File: src/rrpt_pkg.sv
// ----------------------------------------------------------------------------
// rrpt_pkg - shared types for the round-robin process table
// Slot entry layout, event codes, status codes, sequencer states and the
// request bundle between the sequencer and the slot memory.
// ----------------------------------------------------------------------------
package rrpt_pkg;

  localparam int SLOT_COUNT_DEF = 16;
  localparam int ID_W           = 4;   // slot ids on the ports
  localparam int ID_SPACE       = 16;  // ids reachable with ID_W bits

  typedef enum logic [2:0] {
    OP_TICK    = 3'd0,
    OP_ADMIT   = 3'd1,
    OP_BLOCK   = 3'd2,
    OP_UNBLOCK = 3'd3,
    OP_WAIT    = 3'd4,
    OP_KILL    = 3'd5
  } op_t;

  typedef enum logic [1:0] {
    STAT_OK      = 2'd0,
    STAT_FULL    = 2'd1,
    STAT_NOREADY = 2'd2
  } status_t;

  typedef enum logic [1:0] {
    SLOT_FREE   = 2'd0,
    SLOT_READY  = 2'd1,
    SLOT_LOCKED = 2'd2
  } slot_state_t;

  typedef struct packed {
    slot_state_t       state;
    logic              waiting;
    logic [ID_W-1:0]   awaited;
    logic [ID_W-1:0]   parent;
  } entry_t;

  localparam entry_t RESET_ENTRY = '{state: SLOT_FREE, waiting: 1'b0,
                                     awaited: '0, parent: '0};

  typedef struct packed {
    logic              rd_en;
    logic [ID_W-1:0]   rd_addr;
    logic              wr_en;
    logic [ID_W-1:0]   wr_addr;
    entry_t            wr_data;
  } mem_req_t;

  typedef struct packed {
    logic [ID_W-1:0]   running_pid;
    logic [ID_W-1:0]   new_pid;
    status_t           status;
  } res_t;

  typedef enum logic [3:0] {
    S_IDLE,
    S_RMW_WR,
    S_KILL_PAR,
    S_KILL_PCHK,
    S_KILL_TRD,
    S_KILL_TWR,
    S_SCAN,
    S_RESP
  } ctrl_state_t;

  // Number of slots that ids can reach.
  function automatic int nslot_of(input int slot_count);
    return (slot_count < ID_SPACE) ? slot_count : ID_SPACE;
  endfunction

  function automatic logic in_range(input logic [ID_W-1:0] id, input int n);
    return int'(id) < n;
  endfunction

endpackage

File: src/rrpt_table.sv
// ----------------------------------------------------------------------------
// rrpt_table - slot memory
// One entry per slot, synchronous read: the read entry is registered. A valid
// bit per entry makes never-written entries read as the reset entry.
// ----------------------------------------------------------------------------
module rrpt_table
  import rrpt_pkg::*;
#(
  parameter int SLOT_COUNT = SLOT_COUNT_DEF
) (
  input  logic     clk,
  input  logic     rst,
  input  mem_req_t req,
  output entry_t   rdata
);

  localparam int NSLOT = nslot_of(SLOT_COUNT);
  localparam int IDX_W = $clog2(NSLOT);

  entry_t           mem [NSLOT];
  entry_t           rd_q;
  logic             rd_valid;
  logic [NSLOT-1:0] valid;

  always_ff @(posedge clk) begin
    if (req.wr_en) begin
      mem[req.wr_addr[IDX_W-1:0]] <= req.wr_data;
    end
    if (req.rd_en) begin
      rd_q <= mem[req.rd_addr[IDX_W-1:0]];
    end
  end

  always_ff @(posedge clk) begin
    if (rst) begin
      valid    <= '0;
      rd_valid <= 1'b0;
    end else begin
      if (req.wr_en) begin
        valid[req.wr_addr[IDX_W-1:0]] <= 1'b1;
      end
      if (req.rd_en) begin
        rd_valid <= valid[req.rd_addr[IDX_W-1:0]];
      end
    end
  end

  assign rdata = rd_valid ? rd_q : RESET_ENTRY;

endmodule

File: src/rrpt_ctrl.sv
// ----------------------------------------------------------------------------
// rrpt_ctrl - event sequencer
// Reads, modifies and writes back slot entries for each event and runs the
// slot scan used by admit and by rescheduling, one read issued per cycle.
// ----------------------------------------------------------------------------
module rrpt_ctrl
  import rrpt_pkg::*;
#(
  parameter int SLOT_COUNT = SLOT_COUNT_DEF
) (
  input  logic            clk,
  input  logic            rst,
  input  logic            in_valid,
  output logic            in_ready,
  input  op_t             in_op,
  input  logic [ID_W-1:0] in_tgt,
  input  logic [ID_W-1:0] in_oth,
  output logic            res_valid,
  input  logic            res_ready,
  output res_t            res,
  output mem_req_t        req,
  input  entry_t          mem_rdata
);

  localparam int NSLOT = nslot_of(SLOT_COUNT);
  localparam int IDX_W = $clog2(NSLOT);
  localparam int CNT_W = $clog2(NSLOT + 1);
  localparam logic [IDX_W-1:0] LAST_IDX = IDX_W'(NSLOT - 1);
  localparam logic [CNT_W-1:0] SCAN_END = CNT_W'(NSLOT);

  ctrl_state_t      state, state_next;
  op_t              op, op_next;
  logic [ID_W-1:0]  tgt, tgt_next;
  logic [ID_W-1:0]  oth, oth_next;
  logic [ID_W-1:0]  par, par_next;
  logic [IDX_W-1:0] scan_addr, scan_addr_next;
  logic [CNT_W-1:0] scan_cnt, scan_cnt_next;
  logic             pend, pend_next;
  logic [IDX_W-1:0] pend_addr, pend_addr_next;
  logic [IDX_W-1:0] running, running_next;
  logic [ID_W-1:0]  new_id, new_id_next;
  status_t          status, status_next;
  logic             scan_go;
  logic             match;
  entry_t           wdata;

  always_ff @(posedge clk) begin
    if (rst) begin
      state   <= S_IDLE;
      running <= '0;
      pend    <= 1'b0;
    end else begin
      state   <= state_next;
      running <= running_next;
      pend    <= pend_next;
    end
  end

  always_ff @(posedge clk) begin
    op        <= op_next;
    tgt       <= tgt_next;
    oth       <= oth_next;
    par       <= par_next;
    scan_addr <= scan_addr_next;
    scan_cnt  <= scan_cnt_next;
    pend_addr <= pend_addr_next;
    new_id    <= new_id_next;
    status    <= status_next;
  end

  always_comb begin
    state_next     = state;
    op_next        = op;
    tgt_next       = tgt;
    oth_next       = oth;
    par_next       = par;
    scan_addr_next = scan_addr;
    scan_cnt_next  = scan_cnt;
    pend_next      = 1'b0;
    pend_addr_next = pend_addr;
    running_next   = running;
    new_id_next    = new_id;
    status_next    = status;
    scan_go        = 1'b0;
    req            = '0;
    wdata          = mem_rdata;
    match          = 1'b0;

    case (state)
      S_IDLE: begin
        if (in_valid) begin
          op_next     = in_op;
          tgt_next    = in_tgt;
          oth_next    = in_oth;
          new_id_next = '0;
          status_next = STAT_OK;
          case (in_op)
            OP_TICK, OP_ADMIT: begin
              scan_go = 1'b1;
            end
            OP_BLOCK, OP_UNBLOCK: begin
              if (in_range(in_tgt, NSLOT)) begin
                req.rd_en   = 1'b1;
                req.rd_addr = in_tgt;
                state_next  = S_RMW_WR;
              end else if (in_op == OP_BLOCK) begin
                scan_go = 1'b1;
              end else begin
                state_next = S_RESP;
              end
            end
            OP_WAIT: begin
              if (in_range(in_oth, NSLOT)) begin
                req.rd_en   = 1'b1;
                req.rd_addr = in_oth;
                state_next  = S_RMW_WR;
              end else begin
                scan_go = 1'b1;
              end
            end
            OP_KILL: begin
              if (in_range(in_tgt, NSLOT)) begin
                req.rd_en   = 1'b1;
                req.rd_addr = in_tgt;
                state_next  = S_KILL_PAR;
              end else begin
                scan_go = 1'b1;
              end
            end
            default: begin
              state_next = S_RESP;
            end
          endcase
        end
      end

      S_RMW_WR: begin
        req.wr_en   = 1'b1;
        req.wr_addr = (op == OP_WAIT) ? oth : tgt;
        case (op)
          OP_BLOCK:   wdata.state = SLOT_LOCKED;
          OP_UNBLOCK: wdata.state = SLOT_READY;
          OP_WAIT: begin
            wdata.state   = SLOT_LOCKED;
            wdata.waiting = 1'b1;
            wdata.awaited = tgt;
          end
          default: wdata = mem_rdata;
        endcase
        req.wr_data = wdata;
        if (op == OP_UNBLOCK) begin
          state_next = S_RESP;
        end else begin
          scan_go = 1'b1;
        end
      end

      S_KILL_PAR: begin
        par_next = mem_rdata.parent;
        if (in_range(mem_rdata.parent, NSLOT)) begin
          req.rd_en   = 1'b1;
          req.rd_addr = mem_rdata.parent;
          state_next  = S_KILL_PCHK;
        end else begin
          // parent unreachable: free the slot right away
          wdata.state = SLOT_FREE;
          req.wr_en   = 1'b1;
          req.wr_addr = tgt;
          req.wr_data = wdata;
          scan_go     = 1'b1;
        end
      end

      S_KILL_PCHK: begin
        if (mem_rdata.waiting && (mem_rdata.awaited == tgt)) begin
          wdata.state   = SLOT_READY;
          wdata.waiting = 1'b0;
          wdata.awaited = '0;
          req.wr_en     = 1'b1;
          req.wr_addr   = par;
          req.wr_data   = wdata;
        end
        state_next = S_KILL_TRD;
      end

      S_KILL_TRD: begin
        // reread, since the parent may be the killed slot itself
        req.rd_en   = 1'b1;
        req.rd_addr = tgt;
        state_next  = S_KILL_TWR;
      end

      S_KILL_TWR: begin
        wdata.state = SLOT_FREE;
        req.wr_en   = 1'b1;
        req.wr_addr = tgt;
        req.wr_data = wdata;
        scan_go     = 1'b1;
      end

      S_SCAN: begin
        match = (op == OP_ADMIT) ? (mem_rdata.state == SLOT_FREE)
                                 : (mem_rdata.state == SLOT_READY);
        if (pend && match) begin
          if (op == OP_ADMIT) begin
            req.wr_en   = 1'b1;
            req.wr_addr = ID_W'(pend_addr);
            req.wr_data = '{state: SLOT_READY, waiting: 1'b0,
                            awaited: '0, parent: oth};
            new_id_next = ID_W'(pend_addr);
          end else begin
            running_next = pend_addr;
          end
          state_next = S_RESP;
        end else if (pend && (scan_cnt == SCAN_END)) begin
          status_next = (op == OP_ADMIT) ? STAT_FULL : STAT_NOREADY;
          state_next  = S_RESP;
        end else if (scan_cnt != SCAN_END) begin
          // stream one read per cycle, check it on the next
          req.rd_en      = 1'b1;
          req.rd_addr    = ID_W'(scan_addr);
          pend_next      = 1'b1;
          pend_addr_next = scan_addr;
          scan_addr_next = (scan_addr == LAST_IDX) ? '0 : scan_addr + 1'b1;
          scan_cnt_next  = scan_cnt + 1'b1;
        end
      end

      S_RESP: begin
        if (res_ready) begin
          state_next = S_IDLE;
        end
      end

      default: begin
        state_next = S_IDLE;
      end
    endcase

    if (scan_go) begin
      state_next    = S_SCAN;
      scan_cnt_next = '0;
      if (op_next == OP_ADMIT) begin
        scan_addr_next = '0;
      end else begin
        // the running slot itself is tried last
        scan_addr_next = (running == LAST_IDX) ? '0 : running + 1'b1;
      end
    end
  end

  assign in_ready        = (state == S_IDLE);
  assign res_valid       = (state == S_RESP);
  assign res.running_pid = ID_W'(running);
  assign res.new_pid     = new_id;
  assign res.status      = status;

  a_running_in_range: assert property (@(posedge clk) disable iff (rst)
    int'(running) < NSLOT)
    else $error("running slot beyond table");

  a_running_moves_on_scan: assert property (@(posedge clk) disable iff (rst)
    (running != $past(running)) |-> $past(state == S_SCAN))
    else $error("running slot changed outside a scan");

  a_no_rw_collision: assert property (@(posedge clk) disable iff (rst)
    !(req.wr_en && req.rd_en && (req.wr_addr == req.rd_addr)))
    else $error("read and write to the same slot in one cycle");

  a_full_only_on_admit: assert property (@(posedge clk) disable iff (rst)
    (res_valid && (status == STAT_FULL)) |-> (op == OP_ADMIT))
    else $error("table full reported for a non-admit event");

  a_new_id_only_on_admit: assert property (@(posedge clk) disable iff (rst)
    (res_valid && (new_id != '0)) |-> (op == OP_ADMIT && status == STAT_OK))
    else $error("new id reported without a successful admit");

endmodule

File: src/round_robin_process_table.sv
// ----------------------------------------------------------------------------
// round_robin_process_table - process-slot table with round-robin scheduling
// One event is in work at a time. Undefined events answer directly, unblock
// after a read-modify-write, tick and admit after a slot scan, block and wait
// after both, kill after freeing the slot and waking a parent that waits on it,
// then a scan. The scan reads the NSLOT = min(SLOT_COUNT, 16) slots one per cycle.
// Reset: synchronous; all slots read as unassigned, running slot 0.
// ----------------------------------------------------------------------------
module round_robin_process_table
  import rrpt_pkg::*;
#(
  parameter int SLOT_COUNT = SLOT_COUNT_DEF
) (
  input  logic        clk,
  input  logic        rst,
  input  logic        s_tvalid,
  output logic        s_tready,
  input  logic [7:0]  s_tdata,   // [3:0] target_pid, [7:4] other_pid
  input  logic [2:0]  s_tuser,   // [2:0] opcode
  output logic        m_tvalid,
  input  logic        m_tready,
  output logic [15:0] m_tdata    // [3:0] running_pid, [7:4] new_pid, [9:8] status
);

  mem_req_t req;
  entry_t   mem_rdata;
  logic     res_valid;
  logic     res_ready;
  res_t     res;

  rrpt_ctrl #(
    .SLOT_COUNT(SLOT_COUNT)
  ) u_ctrl (
    .clk      (clk),
    .rst      (rst),
    .in_valid (s_tvalid),
    .in_ready (s_tready),
    .in_op    (op_t'(s_tuser)),
    .in_tgt   (s_tdata[3:0]),
    .in_oth   (s_tdata[7:4]),
    .res_valid(res_valid),
    .res_ready(res_ready),
    .res      (res),
    .req      (req),
    .mem_rdata(mem_rdata)
  );

  rrpt_table #(
    .SLOT_COUNT(SLOT_COUNT)
  ) u_table (
    .clk  (clk),
    .rst  (rst),
    .req  (req),
    .rdata(mem_rdata)
  );

  // output register: load when empty or being drained
  assign res_ready = !m_tvalid || m_tready;

  always_ff @(posedge clk) begin
    if (rst) begin
      m_tvalid <= 1'b0;
    end else if (res_ready) begin
      m_tvalid <= res_valid;
    end
  end

  always_ff @(posedge clk) begin
    if (res_valid && res_ready) begin
      m_tdata <= {6'b0, res.status, res.new_pid, res.running_pid};
    end
  end

endmodule

File: config.mk
export PLATFORM = sky130hd
export DESIGN_NAME = round_robin_process_table
export DESIGN_NICKNAME = d
export VERILOG_FILES = /design/src/rrpt_pkg.sv /design/src/rrpt_table.sv /design/src/rrpt_ctrl.sv /design/src/round_robin_process_table.sv
export SDC_FILE = /design/constraint.sdc
export NUM_CORES = 1
export LEC_CHECK = 0
export BUFFER_PORTS_ARGS = -buffer_cell sky130_fd_sc_hd__buf_2
export CAP_MARGIN = 0
export CORE_AREA = 3 3 137 165
export DETAILED_ROUTE_END_ITERATION = 10
export DIE_AREA = 0 0 140 168
export GPL_TIMING_DRIVEN = 1
export HOLD_SLACK_MARGIN = 0.1
export PLACE_DENSITY = 0.69
export SLEW_MARGIN = 40
export SYNTH_ARGS = -nofsm -noshare
export SYNTH_HDL_FRONTEND = slang
export SYNTH_SLANG_ARGS = --single-unit
File: constraint.sdc
create_clock -name clk -period 5.9 [get_ports clk]
set_input_delay 1.18 -clock clk [delete_from_list [all_inputs] [get_ports clk]]
set_output_delay 1.18 -clock clk [all_outputs]
set_load 0.01 [all_outputs]
# After elaboration in Yosys (flattened, before gate mapping)
# Memories as Yosys holds them, arrays and structs flattened. A register that Yosys moved wholly into a read port is not among the register bits.
# Index checks and enable logic that the tools add are counted.
# word_totals
memories	1
out_inout_bits	18
register_bits	71
ramBits	176
# memory_table
memory	depth	word_bits	read_ports	rd_clocked_by_memory_dff	wr	line	rtl
u_table.mem	16	11	1	1	1	rrpt_table.sv:20	entry_t mem [NSLOT];
# classes
order_cmp	3
eq_ne	40
mux	53
bitwise	6
n_reduce_logical	27
addsub	3
# op_table
operator	count
two-way mux 4 bit	17
case mux 16 bit (4 select lines)	1
two-way mux 16 bit	3
case mux 4 bit (8 select lines)	1
two-way mux 5 bit	5
case mux 5 bit (4 select lines)	1
equality test 4 x 3 -> 1 bit (second input constant)	4
inequality test 2 x 1 -> 1 bit (second input constant)	8
bitwise OR 16 bit	1
AND reduction 4 bit	4
equality test 3 x 2 -> 1 bit (second input constant)	4
case mux 4 bit (3 select lines)	1
AND reduction 6 bit	2
two-way mux 11 bit	1
< comparator 4 x 5 -> 1 bit (second input constant)	2
case mux 5 bit (2 select lines)	1
equality test 3 x 1 -> 1 bit (second input constant)	3
equality test 3 bit (second input constant)	3
two-way mux 1 bit	9
two-way mux 3 bit	3
inequality test 3 x 1 -> 1 bit (second input constant)	3
adder 4 x 1 -> 4 bit (second input constant)	2
equality test 4 x 2 -> 1 bit (second input constant)	2
equality test 4 bit (second input constant)	2
other kinds (29)	49

# Logic depth before layout (Yosys ltp)
# logic_depth
ltp_word	11
depth_mapped	11
depth_no_buf	10

# By module
# From an unflattened synthesis, not the netlist that was laid out.
# hier_totals
cells_unflattened	641
hier_area_um2	10765.3
# by_module_without_submodules
module	seq_area_each_um2	instances	area_each_um2	cells_per_inst
rrpt_table	5955.7	1	7887.6	358
rrpt_ctrl	1101.1	1	2473.6	261
round_robin_process_table	320.3	1	404.1	22

# Least setup slack after synthesis
# No wires, ideal clock.
# synth_timing
kind	input -> register
startpoint	input s_tuser[0]
endpoint	register u_table.rd_q[0] (netlist name)
required_time_ns	5.644
cell_stages	10
n_path_buf	3
slack_ns	2.574
t_arrival_ns	3.070
path_cell_list	buf_2 -> mux2_2 -> a22oi_1 -> o21a_1 -> buf_2 -> clkbuf_1 -> a21boi_0 -> o32ai_1 -> mux2i_1 -> o211a_1
# synth_between
elab_chain_cells	5
# synth_rtl
item	line	rtl
start: declaration	round_robin_process_table.sv:19	input logic [2:0] s_tuser,
equality test 3 x 2 -> 1 bit (tied with other cells)	rrpt_ctrl.sv:97	case (in_op)
OR reduction 3 bit (no source line)	-	
case mux 5 bit (2 select lines) (*)	rrpt_ctrl.sv:97	
two-way mux 5 bit (*)	rrpt_ctrl.sv:91	if (in_valid) begin
case mux 5 bit (4 select lines) (*)	rrpt_ctrl.sv:89	case (state)
# Every way passes the cells marked *; elsewhere a longest branch is shown, timed or not.
# A chain may end at the register's enable or synchronous reset.

# Final worst setup path
# layout_timing
startpoint	register u_ctrl.state[0]
endpoint	memory u_table.mem[8][10] in the netlist's numbering, enable pin
# layout_between
elab_chain_cells	4
# layout_rtl
item	line	rtl
start: declaration	rrpt_ctrl.sv:31	ctrl_state_t state, state_next;
start signal: assignment	rrpt_ctrl.sv:53	state <= state_next;
equality test 4 x 3 -> 1 bit (tied with other cells)	rrpt_ctrl.sv:89	
case mux 16 bit (4 select lines) (*)	rrpt_ctrl.sv:89	
two-way mux 1 bit	rrpt_table.sv:26	if (req.wr_en) begin
two-way mux 1 bit (implied by the code)	rrpt_table.sv:27	mem[req.wr_addr[IDX_W-1:0]] <= req.wr_data;
end: declaration	rrpt_table.sv:20	
# Marked as above.

==> out/summary.txt <==
Status = finished, final reports clean
Final setup vio count = 0
Crit path largest cell delay = 0.73 ns
Initial Utilization = 0.5478
Routability cong. = 0.8661
Initial antenna violation count = 0
Critical Path RT = 6.12 ns
Core area = 21050 um^2
Synth top area cells = edfxtp_1, dfxtp_1, and3_1
Commonest cells after routing, fill and taps aside = edfxtp_1, and3_1, a21boi_0
Fraction of layout cells with a size suffix above 1 = 0.1541
Power Total = 5.894 mW
Minimum clock period = 4.006 ns
Ys async rst share = 0
Global route overflow = 0
Lkg Pwr = 4.323 nW
Tcrit/Tclk final = 0.6790
Worst Hold Path Cells = 0
Critical path's top delay family = simple AND/OR/NAND/NOR gates
CP max-delay cell = dfxtp_1
Routed wire length = 27.32 mm
R2R depth = 7
Cell Rows = 58
Worst-path fanout max = 18
Maximum clock rate = 249.6 MHz
Die ar. = 23520 um^2
Crit path DAT = 4.23 ns
Largest net degree at the start of global routing = 70
Final ANT Viol Nets = 0
Critical Path Source Type = flip-flop
Cts bufs inserted = 26
FF+latch count, synth = 257
Clock latency at the later pin of the worst-skew pair = 0.53 ns
Synth Flop Type = edfxtp_1
Cell taking the most area after synthesis = edfxtp_1
Post-CTS Hold Fix Bufs = 0
Via count = 7599
Die H = 168 um
Post-synthesis cell type count = 69
Area Growth Syn to Fin = 11.35%
Syn avg cell area = 13.28 um^2
Reg-to-reg endpoint = u_table.mem[8][10]$_DFFE_PP_
Register area = 7377 um^2
Global-route wire length before repair = 42.60 mm
Hold worst-path end = m_tdata[5]$_DFFE_PP_
Kind of end point of the critical path = flip-flop
RSZ-0062 raised after global routing = no
Reg2reg start = u_ctrl.state[0]$_SDFFE_PP0P_
Final Hold Viols = 0
Cell count after synthesis = 868
DRT Pass-1 Iters = 5
Crit Path Category = flip-flop to flip-flop
Post-CTS setup buffers = 0
H-Tree Depth = 1
Post-synthesis sequential area ratio = 0.6399
Wire length per cell = 23.31 um
PortBufs = 26
Multi-input gate area = 3875 um^2
Worst slew margin = 0.4449
Hpwl dp = 17.71 mm
Drt drc = 0
Yosys warning count = 0
Worst min path class = flip-flop to flip-flop
Worst-path clk slew = 0.06 ns
DR iter-0 viols = 628
Bufs and invs on worst path = 1
Yosys top cell area share = 0.5809
Post-synth EDFFs = 223
Mapped Area = 11530 um^2
Clk buf depth = 3
Worst Tran Pin Value = 0.8317 ns
MaxCap Viol Count = 0
Flop2flop setup slack = 1.89 ns
Drt via density = 6.484
Non-filler cells, final = 1172
Clk sinks = 257
Die W = 140 um
Total GRT Usage = 0.2287
Ant. Diodes = 0
Max Slew Vio Count = 0
Cts repair resizes = 0
Placed cells = 1124
Hold Crit Start = u_ctrl.new_id[1]$_SDFFCE_PN0P_
NumNets Final = 901
Maximum vdd drop = 0.0003474 V
Root buf cell = clkbuf_16
Vias in the first global route = 7470
Setup TNS = 0 ns
Worst Skew = 0.01914 ns
Most common cell after layout, fill and taps aside = edfxtp_1
TritonCTS clock tree = done
CP cell instances = and3b_1 > and4_1 > o2bb2ai_1 > a31oi_1 > o2111ai_1 > nor2_1 > buf_4
Cell Pwr Density = 459.1 nW/um^2
# fillers = 1621
IO Pins = 33
worst reg2reg max path, cell delays in order (launching register included):
cell       delay [ns]
dfxtp_1          0.73
and3b_1          0.40
and4_1           0.40
o2bb2ai_1        0.18
a31oi_1          0.63
o2111ai_1        0.34
nor2_1           0.71
buf_4            0.30
where the power goes:
group	internal (mW)	total, mW	switching [mW]
Combinational	0.673	1.83	1.16
Clock	0.974	1.61	0.640
Sequential	2.25	2.45	0.197
Total	3.90	5.89	1.99
final cells by class:
type                    instances  share of cell area
clock buffers                  45             0.06345
clock inverters                 3            0.003119
inverters                       8            0.002339
multi-input cells             533              0.3019
flip-flops and latches        257              0.5747
well taps                     270             0.02632
repair buffers                 56             0.02827
synth_stat cells (5+ instances only):
| library cell | n |
|---|---|
| a211oi_1 | 46 |
| a21boi_0 | 47 |
| a21oi_1 | 25 |
| a22o_1 | 7 |
| a31oi_1 | 7 |
| a32o_1 | 22 |
| and2_1 | 13 |
| and3_1 | 70 |
| buf_2 | 20 |
| buf_4 | 8 |
| clkbuf_1 | 44 |
| dfxtp_1 | 34 |
| edfxtp_1 | 223 |
| inv_1 | 7 |
| mux2_2 | 5 |
| mux2i_1 | 19 |
| nand2_1 | 35 |
| nand2b_1 | 6 |
| nand3_1 | 13 |
| nand3b_1 | 6 |
| nor2_1 | 34 |
| nor3_1 | 9 |
| o211a_1 | 11 |
| o211ai_1 | 26 |
| o21ai_0 | 16 |
| o21ba_2 | 13 |
| o2bb2ai_1 | 6 |
| o32ai_1 | 22 |
| xnor2_1 | 8 |
routing by layer:
| layer | up-vias | routed length [um] | global-route usage |
|---|---|---|---|
| li1 | 3451 | - | - |
| met1 | 3765 | 10780 | 0.3010 |
| met2 | 309 | 13660 | 0.3862 |
| met3 | 74 | 1866 | 0.03182 |
| met4 | 0 | 1007 | 0.09060 |
| met5 | - | 0 | 0 |
kinds of logic after synthesis:
family,share of synthesized area
AOI/OAI and AO/OA,0.1860
DFF,0.6399
and+or+nand+nor,0.1044
buffers and inverters,0.03310
muxes,0.02138
xor gates and xnor gates,0.01053
adders and majority gates,0.004341
other,0.0003253
sequential cells by signal, summed over array words and instances, names as in the netlist, 5 cells and up:
| register | cells |
|---|---|
| m_tdata | 10 |
| u_ctrl.scan_cnt | 5 |
| u_table.mem | 176 |
| u_table.rd_q | 11 |
| u_table.valid | 16 |
through the flow:
step / setup WS (ns) / hold slack, ns / util / area (um^2)
2_1_floorplan: 2.574 / 0.4003 / - / 11550
3_3_place_gp: 1.842 / 0.4030 / 0.5674 / 11940
3_5_place_dp: 1.749 / 0.4045 / 0.5689 / 11970
4_1_cts: 1.983 / 0.4194 / 0.6095 / 12830
5_1_grt: 1.680 / 0.4245 / 0.6100 / 12840
6_report: 1.894 / 0.4184 / 0.6100 / 12840
how the worst max path moves through the flow:
stage | startpoint | to | cells after the start
after detailed placement | s_tuser[0] | u_table.rd_q[0]$_DFFE_PP_ | 9
after global placement | s_tuser[0] | u_table.rd_q[0]$_DFFE_PP_ | 9
after global routing | u_ctrl.state[0]$_SDFFE_PP0P_ | u_table.mem[8][10]$_DFFE_PP_ | 7
after floorplan | s_tuser[0] | u_table.rd_q[0]$_DFFE_PP_ | 10
after CTS | u_ctrl.state[1]$_SDFFE_PP0P_ | u_table.mem[14][2]$_DFFE_PP_ | 7
final | u_ctrl.state[0]$_SDFFE_PP0P_ | u_table.mem[8][10]$_DFFE_PP_ | 7
(Power assumes the default switching activity.)
